===== config.mk =====
export PLATFORM = sky130hd
export DESIGN_NAME = coa_queue
export DESIGN_NICKNAME = d
export VERILOG_FILES = /design/src/design/clock_offset_window_average_assert.svh /design/src/design/coa_pkg.sv /design/src/design/coa_queue.sv
export SDC_FILE = /design/constraint.sdc
export NUM_CORES = 1
export LEC_CHECK = 0
export BUFFER_PORTS_ARGS = -buffer_cell sky130_fd_sc_hd__buf_2
export CORE_MARGIN = 2
export CORE_UTILIZATION = 51
export CTS_CLUSTER_DIAMETER = 100
export DETAILED_ROUTE_END_ITERATION = 8
export PLACE_DENSITY = 0.81
export REMOVE_ABC_BUFFERS = 1
export SLEW_MARGIN = 20
export SYNTH_ARGS = -nofsm -noshare
export SYNTH_HDL_FRONTEND = slang
export SYNTH_SLANG_ARGS = --single-unit

===== constraint.sdc =====
create_clock -name clk -period 4.24 [get_ports clk]
set_clock_uncertainty 0.2 [all_clocks]
set_input_delay 0.212 -clock clk [delete_from_list [all_inputs] [get_ports clk]]
set_output_delay 0.212 -clock clk [all_outputs]
set_load 0.05 [all_outputs]

===== src/design/clock_offset_window_average_assert.svh =====
// Assertion macros for the clock offset window average block.
`ifndef CLOCK_OFFSET_WINDOW_AVERAGE_ASSERT_SVH
`define CLOCK_OFFSET_WINDOW_AVERAGE_ASSERT_SVH

`ifndef ASSERT_OFF
// Same-cycle implication, disabled during reset.
`define COA_ASSERT_IMPL(lbl, clk, rst, ante, cons, msg) \
  lbl: assert property (@(posedge clk) disable iff (rst) (ante) |-> (cons)) else $error(msg);
// Next-cycle implication, disabled during reset.
`define COA_ASSERT_NEXT(lbl, clk, rst, ante, cons, msg) \
  lbl: assert property (@(posedge clk) disable iff (rst) (ante) |=> (cons)) else $error(msg);
`else
`define COA_ASSERT_IMPL(lbl, clk, rst, ante, cons, msg)
`define COA_ASSERT_NEXT(lbl, clk, rst, ante, cons, msg)
`endif

`endif


===== src/design/coa_pkg.sv =====
// Shared constants and types for the clock offset window average block.
package coa_pkg;

  localparam int WINDOW_DEF  = 100;
  localparam int TAG_W       = 32;
  localparam int TIME_W      = 62;
  localparam int SAMPLE_W    = 48;
  localparam int HELD_W      = 7;
  localparam int DIFF_W      = 64;
  localparam int QUEUE_DEPTH = 2;

  // Request kinds carried on func
  typedef enum logic {
    EV_REQUEST  = 1'b0,
    EV_RECEIVED = 1'b1
  } event_kind_t;

  // Message kinds carried on is_reply
  typedef enum logic {
    MSG_QUERY = 1'b0,
    MSG_REPLY = 1'b1
  } msg_kind_t;

  // Classified request passed from front to back
  typedef struct packed {
    logic                       hit;
    logic signed [SAMPLE_W-1:0] sample;
  } cmd_t;

  typedef enum logic [1:0] {
    BK_IDLE,
    BK_READ,
    BK_START,
    BK_WAIT
  } back_state_t;

endpackage


===== src/design/coa_queue.sv =====
// Short queue decoupling the front end from the back end.
module coa_queue (
  input  logic          clk,
  input  logic          rst,
  input  logic          push,
  input  coa_pkg::cmd_t din,
  output logic          full,
  input  logic          pop,
  output coa_pkg::cmd_t dout,
  output logic          empty
);

  localparam int DEPTH = coa_pkg::QUEUE_DEPTH;
  localparam int PTR_W = (DEPTH > 1) ? $clog2(DEPTH) : 1;
  localparam int CNT_W = $clog2(DEPTH + 1);

  coa_pkg::cmd_t    entries [DEPTH];
  logic [PTR_W-1:0] wr_ptr;
  logic [PTR_W-1:0] rd_ptr;
  logic [CNT_W-1:0] fill;

  assign full  = (fill == CNT_W'(DEPTH));
  assign empty = (fill == '0);
  assign dout  = entries[rd_ptr];

  // Store incoming request
  always_ff @(posedge clk) begin
    if (push) begin
      entries[wr_ptr] <= din;
    end
  end

  // Advance pointers and fill level
  always_ff @(posedge clk) begin
    if (rst) begin
      wr_ptr <= '0;
      rd_ptr <= '0;
      fill   <= '0;
    end else begin
      if (push) begin
        wr_ptr <= (wr_ptr == PTR_W'(DEPTH - 1)) ? '0 : wr_ptr + 1'b1;
      end
      if (pop) begin
        rd_ptr <= (rd_ptr == PTR_W'(DEPTH - 1)) ? '0 : rd_ptr + 1'b1;
      end
      if (push && !pop) begin
        fill <= fill + 1'b1;
      end else if (pop && !push) begin
        fill <= fill - 1'b1;
      end
    end
  end

endmodule


==> flow_metrics.env <==
export IMPL_outcome="complete, no violations"
export IMPL_hold_violations=0
export IMPL_synth_cells=174
export IMPL_leakage_nw=1.93
export IMPL_synth_top_cell_by_area="edfxtp_1"
export IMPL_cts_buffer_depth=2
export IMPL_drive_gt1_frac=0.499
export IMPL_rsz0062_at_grt="false"
export IMPL_cts_hold_buffers=53
export IMPL_ioPinCount=104
export IMPL_cts_sinks=103
export IMPL_avgSynthCellArea_um2=21.5
export IMPL_synthFlopType="edfxtp_1"
export IMPL_cts_made_buffers=9
export IMPL_tightest_slew_ns=0.660
export IMPL_timing_final_ws_setup_ns=2.03
export IMPL_drc=0
export IMPL_maxCapViolations=0
export IMPL_grt_max_degree=50
export IMPL_dp_slack_ns=2.26
export IMPL_place_gp_congestion=0.691
export IMPL_antenna_found_initial=0
export IMPL_syn_area_um2=3740
export IMPL_die_h_um=89.6
export IMPL_overflow=0
export IMPL_ys_ff_latch=103
export IMPL_required_ns=3.83
export IMPL_netlist_top_cells_area="edfxtp_1, mux2_2, dfxtp_1, buf_6, nor2_1"
export IMPL_place_area_um2=4370
export IMPL_timing_setup_tns_ns=0
export IMPL_grt_pass1_wl_um=9380
export IMPL_clk_latency_ns=0.34
export IMPL_wirelength_um=6370
export IMPL_wl_per_cell_um=14.4
export IMPL_grt_pass1_vias=2184
export IMPL_start_util=0.521
export IMPL_synth_top_area_frac=0.787
export IMPL_rows=31
export IMPL_dieWidth_um=89.6
export IMPL_ys_types=16
export IMPL_worst_setup_path_start_kind="register"
export IMPL_path_class="reg2out"
export IMPL_grt_usage=0.160
export IMPL_cts_resized_gates=0
export IMPL_power_w=0.00223
export IMPL_post_cts_buffers=0
export IMPL_ys_top_cells_by_count="edfxtp_1, mux2_2, dfxtp_1, nor2_1, buf_2"
export IMPL_setup_viol=0
export IMPL_design_area_um2=5090
export IMPL_h_tree_depth=3
export IMPL_nNetsFinal=392
export IMPL_maxSlewHeadroom=0.560
export IMPL_yosysWarnings=0
export IMPL_peakVddDrop_uv=254
export IMPL_cts_tree="done"
export IMPL_post_dp_hpwl_um=3750
export IMPL_async_reset_ff_frac=0
export IMPL_clkTransAtPathRegs_ns=0.08
export IMPL_power_density_nw_per_um2=438
export IMPL_core_um2=7180
export IMPL_synthToLayoutAreaGrowth_pct=36.1
export IMPL_period_needed_ns=2.21
export IMPL_antenna_left=0
export IMPL_cp_arrival_ns=1.80
export IMPL_num_vias=2121
export IMPL_synth_edf_count=98
export IMPL_finalMaxSlewViolations=0
export IMPL_path_max_fanout=49
export IMPL_first_iter_violations=103
export IMPL_synth_most_common_cell="edfxtp_1"
export IMPL_drt_pre_antenna_iters=4
export IMPL_synth_seq_area_share=0.814
export IMPL_diodes=0
export IMPL_fmax_mhz=453
export IMPL_die_area_um2=8030
export IMPL_period_share=0.521
export IMPL_hold_path_class="reg2reg"
export IMPL_vias_per_cell=4.80
export IMPL_portBuffers=103
export IMPL_cts_root_buffer="clkbuf_8"
export IMPL_crit_path_end_kind="output pin"
worst max-delay path, stage by stage, from the launching register on:
cell	delay, ns
dfxtp_4	0.78
mux2_2	0.42
buf_2	0.21
flip-flops by register name, summed over array words and instances, names as in the netlist, named ones only:
register  count
wr_ptr        1
fill          2
entries      98
rd_ptr        1
worst paths after layout:
kind	to	startpoint	slack, ns	cells past startpoint
hold / removal	fill[1]	fill[1]	0.34	2
hold reg to reg	fill[1]	fill[1]	0.34	2
setup / recovery	dout[34]	register	2.03	2
setup reg to reg	entries[0][24]	wr_ptr	2.33	2
metal layers:
| layer | track usage | vias up | part of all wire |
|---|---|---|---|
| li1 | - | 1003 | - |
| met1 | 0.167 | 1047 | 0.39 |
| met2 | 0.295 | 64 | 0.54 |
| met3 | 0.0384 | 7 | 0.054 |
| met4 | 0.0868 | 0 | 0.015 |
| met5 | 0 | - | 0 |
logic make-up (layout without fill, tap and decap cells):
family | after synthesis | count (layout) | share of synthesized area
flops | 103 | 103 | 0.814
mux | 49 | 49 | 0.148
simple gates | 9 | 9 | 0.0124
buf+inv | 6 | 175 | 0.0110
xor+xnor | 4 | 4 | 0.00937
compound gates | 2 | 2 | 0.00267
fa+ha+maj | 1 | 1 | 0.00335
metrics by stage:
stage,hold slack [ns],util,std cells
floorplan,0.0811,-,169
global placement,0.199,0.609,373
detailed placement,0.204,0.609,373
CTS,0.332,0.709,442
global route,0.359,0.709,442
finish,0.337,0.709,442
report_power, final:
group	internal (W)	leakage, nW	total (W)	switching [W]
clock network	0.000277	0.0912	0.000581	0.000304
logic	0.000147	0.880	0.000430	0.000283
registers	0.00118	0.962	0.00122	0.0000337
cell usage in the layout, fill, tap and decap left out, drive strengths merged:
cell type      n
a21oi          1
and2           1
and2b          1
buf          105
bufinv         1
clkbuf        12
clkinv         1
clkinvlp       1
dfxtp          5
dlygate4sd3   53
edfxtp        98
ha             1
inv            2
mux2          49
nor2           5
nor2b          1
o21ai          1
or3            1
xnor2          2
xor2           2
cell type report:
class                      instances  area [um2]
sequential                       103        3050
clock buffer                      12         135
timing repair buffer             158        1060
tap                               99         124
multi-input combinational         65         664
fill                             474        2090
inverter                           1        3.75
clock inverter                     4        55.1
(Power assumes the default switching activity.)
