==> config.mk <==
export PLATFORM = sky130hd
export DESIGN_NAME = coa_front
export DESIGN_NICKNAME = d
export VERILOG_FILES = /design/src/design/clock_offset_window_average_assert.svh /design/src/design/coa_pkg.sv /design/src/design/coa_front.sv
export SDC_FILE = /design/constraint.sdc
export NUM_CORES = 1
export LEC_CHECK = 0
export BUFFER_PORTS_ARGS = -buffer_cell sky130_fd_sc_hd__buf_2
export CAP_MARGIN = 25
export CORE_MARGIN = 3
export CORE_UTILIZATION = 55
export CTS_CLUSTER_SIZE = 12
export DETAILED_ROUTE_END_ITERATION = 7
export GPL_TIMING_DRIVEN = 0
export PLACE_DENSITY = 0.78
export SETUP_SLACK_MARGIN = 0.15
export SYNTH_ARGS = -nofsm -noshare
export SYNTH_HDL_FRONTEND = slang
export SYNTH_SLANG_ARGS = --single-unit
==> constraint.sdc <==
create_clock -name clk -period 4.6 [get_ports clk]
set_input_delay 0.23 -clock clk [delete_from_list [all_inputs] [get_ports clk]]
set_output_delay 0.23 -clock clk [all_outputs]
set_load 0.02 [all_outputs]
==> src/design/clock_offset_window_average_assert.svh <==
// Assertion macros for the clock offset window average block.
`ifndef CLOCK_OFFSET_WINDOW_AVERAGE_ASSERT_SVH
`define CLOCK_OFFSET_WINDOW_AVERAGE_ASSERT_SVH

`ifndef ASSERT_OFF
// Same-cycle implication, disabled during reset.
`define COA_ASSERT_IMPL(lbl, clk, rst, ante, cons, msg) \
  lbl: assert property (@(posedge clk) disable iff (rst) (ante) |-> (cons)) else $error(msg);
// Next-cycle implication, disabled during reset.
`define COA_ASSERT_NEXT(lbl, clk, rst, ante, cons, msg) \
  lbl: assert property (@(posedge clk) disable iff (rst) (ante) |=> (cons)) else $error(msg);
`else
`define COA_ASSERT_IMPL(lbl, clk, rst, ante, cons, msg)
`define COA_ASSERT_NEXT(lbl, clk, rst, ante, cons, msg)
`endif

`endif

==> src/design/coa_pkg.sv <==
// Shared constants and types for the clock offset window average block.
package coa_pkg;

  localparam int WINDOW_DEF  = 100;
  localparam int TAG_W       = 32;
  localparam int TIME_W      = 62;
  localparam int SAMPLE_W    = 48;
  localparam int HELD_W      = 7;
  localparam int DIFF_W      = 64;
  localparam int QUEUE_DEPTH = 2;

  // Request kinds carried on func
  typedef enum logic {
    EV_REQUEST  = 1'b0,
    EV_RECEIVED = 1'b1
  } event_kind_t;

  // Message kinds carried on is_reply
  typedef enum logic {
    MSG_QUERY = 1'b0,
    MSG_REPLY = 1'b1
  } msg_kind_t;

  // Classified request passed from front to back
  typedef struct packed {
    logic                       hit;
    logic signed [SAMPLE_W-1:0] sample;
  } cmd_t;

  typedef enum logic [1:0] {
    BK_IDLE,
    BK_READ,
    BK_START,
    BK_WAIT
  } back_state_t;

endpackage

==> src/design/coa_front.sv <==
// Front end: tag matching, offset sample forming and saturation.
module coa_front (
  input  logic                        clk,
  input  logic                        rst,
  input  logic                        push,
  output logic                        full,
  input  logic                        func,
  input  logic [coa_pkg::TAG_W-1:0]   tag,
  input  logic                        is_reply,
  input  logic [coa_pkg::TIME_W-1:0]  client_request_time,
  input  logic [coa_pkg::TIME_W-1:0]  server_time,
  input  logic [coa_pkg::TIME_W-1:0]  receive_time,
  output logic                        q_push,
  output coa_pkg::cmd_t               q_data,
  input  logic                        q_full
);

  localparam int DW = coa_pkg::DIFF_W;
  localparam int SW = coa_pkg::SAMPLE_W;

  logic [coa_pkg::TAG_W-1:0] pending_tag;
  logic                      pending_valid;
  logic                      hold_valid;
  logic                      hold_hit;
  logic [DW-1:0]             hold_diff;

  logic          accept;
  logic          match;
  logic [DW-1:0] diff;
  logic [DW-1:0] rounded;
  logic [DW-1:0] half;
  logic          fits;

  assign full   = hold_valid && q_full;
  assign accept = push && !full;
  assign q_push = hold_valid && !q_full;

  // Classify: a reply counts only against the pending tag
  assign match = (func == coa_pkg::EV_RECEIVED) && (is_reply == coa_pkg::MSG_REPLY)
              && pending_valid && (tag == pending_tag);

  // Round-trip offset times two: 2*server - request - receive
  assign diff = {{(DW-coa_pkg::TIME_W){1'b0}}, server_time}
              + {{(DW-coa_pkg::TIME_W){1'b0}}, server_time}
              - {{(DW-coa_pkg::TIME_W){1'b0}}, client_request_time}
              - {{(DW-coa_pkg::TIME_W){1'b0}}, receive_time};

  // Halve toward zero, then saturate to the sample width
  assign rounded = hold_diff + {{(DW-1){1'b0}}, hold_diff[DW-1]};
  assign half    = {rounded[DW-1], rounded[DW-1:1]};
  assign fits    = (&half[DW-1:SW-1]) || !(|half[DW-1:SW-1]);

  always_comb begin
    q_data.hit = hold_hit;
    if (fits) begin
      q_data.sample = half[SW-1:0];
    end else if (half[DW-1]) begin
      q_data.sample = {1'b1, {(SW-1){1'b0}}};
    end else begin
      q_data.sample = {1'b0, {(SW-1){1'b1}}};
    end
  end

  // Track the pending request and hold the staged item
  always_ff @(posedge clk) begin
    if (rst) begin
      pending_tag   <= '0;
      pending_valid <= 1'b0;
      hold_valid    <= 1'b0;
    end else begin
      if (accept) begin
        if (func == coa_pkg::EV_REQUEST) begin
          pending_tag   <= tag;
          pending_valid <= 1'b1;
        end else if (match) begin
          pending_valid <= 1'b0;
        end
      end
      if (accept) begin
        hold_valid <= 1'b1;
      end else if (q_push) begin
        hold_valid <= 1'b0;
      end
    end
  end

  // Capture payload of an accepted request
  always_ff @(posedge clk) begin
    if (accept) begin
      hold_hit  <= match;
      hold_diff <= diff;
    end
  end

endmodule

==> reports/qor.json <==
{
  "initial_standard_cell_utilization_of_the_core": {"value": 57.3, "unit": "%"},
  "antenna-diode-count": {"value": 0},
  "cts_tree": {"value": "yes"},
  "crit_slowest_cell": {"value": "sky130_fd_sc_hd__or4_1"},
  "power.total": {"value": 0.00439, "unit": "W"},
  "grt_pass1_vias": {"value": 9815},
  "critical-path-top-delay-family": {"value": "simple AND/OR/NAND/NOR gates"},
  "post-cts-setup-buffers": {"value": 0},
  "dp_hpwl": {"value": 23900, "unit": "um"},
  "yosys_warnings": {"value": 0},
  "dieHeight": {"value": 147, "unit": "um"},
  "worst-setup-path-type": {"value": "reg -> out"},
  "final_area": {"value": 12900, "unit": "um2"},
  "cts_inserted_buffers": {"value": 9},
  "tritoncts_num_sinks": {"value": 99},
  "area_growth_syn_to_layout": {"value": 18.5, "unit": "%"},
  "type_of_destination_of_the_critical_path": {"value": "output pin"},
  "dieWidth": {"value": 147, "unit": "um"},
  "clock_skew": {"value": 0.00889, "unit": "ns"},
  "grt_start_max_net_pins": {"value": 38},
  "ys_async_sr_fraction": {"value": 0, "unit": "%"},
  "cp_common_cell": {"value": "sky130_fd_sc_hd__buf_4"},
  "detailedRoute.firstPassIterationCount": {"value": 5},
  "post-route-period-util": {"value": 89.6, "unit": "%"},
  "final_hold_viol_count": {"value": 0},
  "ant_nets": {"value": 0},
  "nFillCells": {"value": 1599},
  "worst-path-buf-inv": {"value": 3},
  "pwr_density_cell": {"value": 339, "unit": "nW/um2"},
  "groute.layer.met1.usage": {"value": 36.0, "unit": "%"},
  "min_period": {"value": 4.12, "unit": "ns"},
  "critical_path.cell_chain": {"value": "and2_1 > ha_1 > nand2_1 > nor2_2 > nand3_1 > nor2_4 > xnor2_1 > or4_1 > nor4b_1 > a21oi_1 > buf_4 > buf_4 > a21oi_2 > buf_2"},
  "post_dp_cell_area": {"value": 12600, "unit": "um2"},
  "postSynth.topFlopCell": {"value": "sky130_fd_sc_hd__edfxtp_1"},
  "post-route-util": {"value": 67.9, "unit": "%"},
  "place_congestion": {"value": 0.965},
  "portion_of_the_post_synthesis_area_used_by_sequential_elements": {"value": 24.1, "unit": "%"},
  "drive_gt1_share": {"value": 22.0, "unit": "%"},
  "irDropWorstVdd": {"value": 0.261, "unit": "mV"},
  "synthesis.nets": {"value": 1661},
  "busiest_layer": {"value": "met2"},
  "clkTransAtPathRegs": {"value": 0.07, "unit": "ns"},
  "detail_route.wl_per_cell": {"value": 15.5, "unit": "um"},
  "max_freq": {"value": 243, "unit": "MHz"},
  "clk_path_buf_depth": {"value": 2},
  "first_pass_grt_wire_length": {"value": 46800, "unit": "um"},
  "globalRouteOverflowTotal": {"value": 0},
  "syn_area": {"value": 10900, "unit": "um2"},
  "synth_edf_count": {"value": 65},
  "largest_fanout_on_the_critical_path": {"value": 10},
  "layout_commonest_cell": {"value": "sky130_fd_sc_hd__buf_2"},
  "synth.lib_cells_used.distinct": {"value": 69},
  "floorplan.core_area": {"value": 19100, "unit": "um2"},
  "io_pins": {"value": 275},
  "full_die_area": {"value": 21600, "unit": "um2"},
  "grtUsageTotal": {"value": 26.0, "unit": "%"},
  "io_buffers": {"value": 273},
  "global_route.usage.met2": {"value": 44.8, "unit": "%"},
  "cp_data_required_time": {"value": 4.37, "unit": "ns"},
  "synth.avg_cell_area": {"value": 8.35, "unit": "um2"},
  "routed-via-count": {"value": 10400},
  "fp-row-count": {"value": 50},
  "detail_route.drc_violations": {"value": 0},
  "setup-tns-final": {"value": 0, "unit": "ns"},
  "cellLeakagePower": {"value": 5.93, "unit": "nW"},
  "longest_individual_stage_delay_on_the_worst_path": {"value": 0.53, "unit": "ns"},
  "mean_number_of_vias_per_cell": {"value": 5.57},
  "totalWireLength": {"value": 28800, "unit": "um"},
  "htree_num_levels": {"value": 3},
  "timing.critical_path.arrival": {"value": 3.89, "unit": "ns"},
  "cp_startpoint_kind": {"value": "flip-flop"},
  "max_slew.worst_pin.slew": {"value": 0.762, "unit": "ns"},
  "timing.max_slew.rel_slack": {"value": 48.8, "unit": "%"},
  "worstHoldPathType": {"value": "in -> reg"},
  "place_inst": {"value": 1843},
  "clk-insertion-delay-late": {"value": 0.36, "unit": "ns"},
  "leading_cell_types_in_the_layout_fill_and_taps_excluded": {"value": "sky130_fd_sc_hd__buf_2 (274), sky130_fd_sc_hd__nand2_1 (161), sky130_fd_sc_hd__inv_1 (149)"},
  "antenna_violations_before_repair": {"value": 0},
  "grt_use_met3": {"value": 3.55, "unit": "%"},
  "setup_viol": {"value": 0},
  "drv_cap": {"value": 0},
  "final-instance-count-excl-fill": {"value": 1859},
  "timing_max_transition_violations_final": {"value": 0},
  "final_net_count": {"value": 1946},
  "first_iter_violations": {"value": 638},
  "outcome": {"value": "completed"},
  "clockRootBuffer": {"value": "sky130_fd_sc_hd__clkbuf_16"},
  "grt_setup_unrepaired": {"value": "no"},
  "postSynthCellCount": {"value": 1309},
  "synth.ff_latch_count": {"value": 99}
}
## cell type report
type,instances,area (um2),area share [%]
multi-input cells,1010,7480,57.7
inverters,150,563,4.35
clock inverters,7,73.8,0.570
plain buffers,50,265,2.05
flip-flops and latches,99,2630,20.3
repair buffers,274,1390,10.7
well taps,260,325,2.51
clock buffers,9,225,1.74
## cells in the mapped netlist (15+ instances only)
cell type,count,area [um2]
sky130_fd_sc_hd__nand2_1,161,604
sky130_fd_sc_hd__inv_1,150,563
sky130_fd_sc_hd__a21oi_1,137,686
sky130_fd_sc_hd__xnor2_1,79,692
sky130_fd_sc_hd__ha_1,67,838
sky130_fd_sc_hd__xor2_1,67,587
sky130_fd_sc_hd__edfxtp_1,65,1950
sky130_fd_sc_hd__fa_1,61,1220
sky130_fd_sc_hd__nor2_1,56,210
sky130_fd_sc_hd__clkbuf_1,39,146
sky130_fd_sc_hd__nand3_1,37,185
sky130_fd_sc_hd__o21ai_0,37,185
sky130_fd_sc_hd__a21o_1,36,270
sky130_fd_sc_hd__dfxtp_1,34,681
sky130_fd_sc_hd__a21oi_2,30,263
sky130_fd_sc_hd__nand4_1,30,188
sky130_fd_sc_hd__nor3_1,26,130
sky130_fd_sc_hd__and3_1,22,138
sky130_fd_sc_hd__nor4_1,17,106
sky130_fd_sc_hd__a31oi_1,15,93.8
sky130_fd_sc_hd__o21bai_1,15,113
## state kept, by name, indices dropped and copies added (netlist names)
register	cells
hold_valid	1
pending_valid	1
hold_diff	64
pending_tag	32
hold_hit	1
## final timing paths
kind,startpoint,end,slack (ns),cells after the start
worst max-delay path,hold_diff[63]$_DFFE_PP_,q_data[43],0.48,14
worst min-delay path,push,hold_valid$_SDFFE_PP0P_,0.12,3
worst max register to register,hold_valid$_SDFFE_PP0P_,hold_diff[49]$_DFFE_PP_,2.77,4
worst min register to register,pending_tag[4]$_SDFFE_PP0P_,pending_tag[4]$_SDFFE_PP0P_,0.47,2
## routing by layer
metal / part of all wire (%) / wire length, um
met5: 0 / 0
met4: 1.0 / 292
met3: 7.4 / 2130
met2: 48 / 13900
met1: 43 / 12500
## worst min-delay path, stage by stage
cell                     delay [ns]
sky130_fd_sc_hd__buf_2         0.09
sky130_fd_sc_hd__nor2_1        0.04
sky130_fd_sc_hd__nor2_1        0.07
## what timing repair did
action | in CTS | in global routing
hold buffers | 0 | 0
setup endpoints to repair | 0 | 36
endpoints found under the hold margin | 0 | 0
resized for setup | 0 | 3
## metrics by stage
stage,hold slack [ns],setup slack (ns)
finish,0.116,0.480
CTS,0.110,0.335
global route,0.115,0.254
detailed placement,0.459,0.417
floorplan,0.351,1.12
global placement,0.453,0.523
## logic make-up after synthesis
kind of cell,count (synthesis),synth area share [%]
buffers and inverters,200,7.58
XOR/XNOR,146,11.7
AO/OA/AOI/OAI,330,19.4
adder cells (fa/ha/maj),128,18.8
multiplexers,4,0.389
AND/OR/NAND/NOR,402,18.0
flip-flops,99,24.1
## power by group
| group | internal [W] | switching [W] | total, W | leakage (nW) |
|---|---|---|---|---|
| clock | 0.000383 | 0.000364 | 0.000747 | 0.146 |
| sequential | 0.00120 | 0.000164 | 0.00137 | 0.908 |
| combinational | 0.000908 | 0.00137 | 0.00228 | 4.88 |
| total | 0.00249 | 0.00190 | 0.00439 | 5.93 |
(Power assumes the default switching activity.)
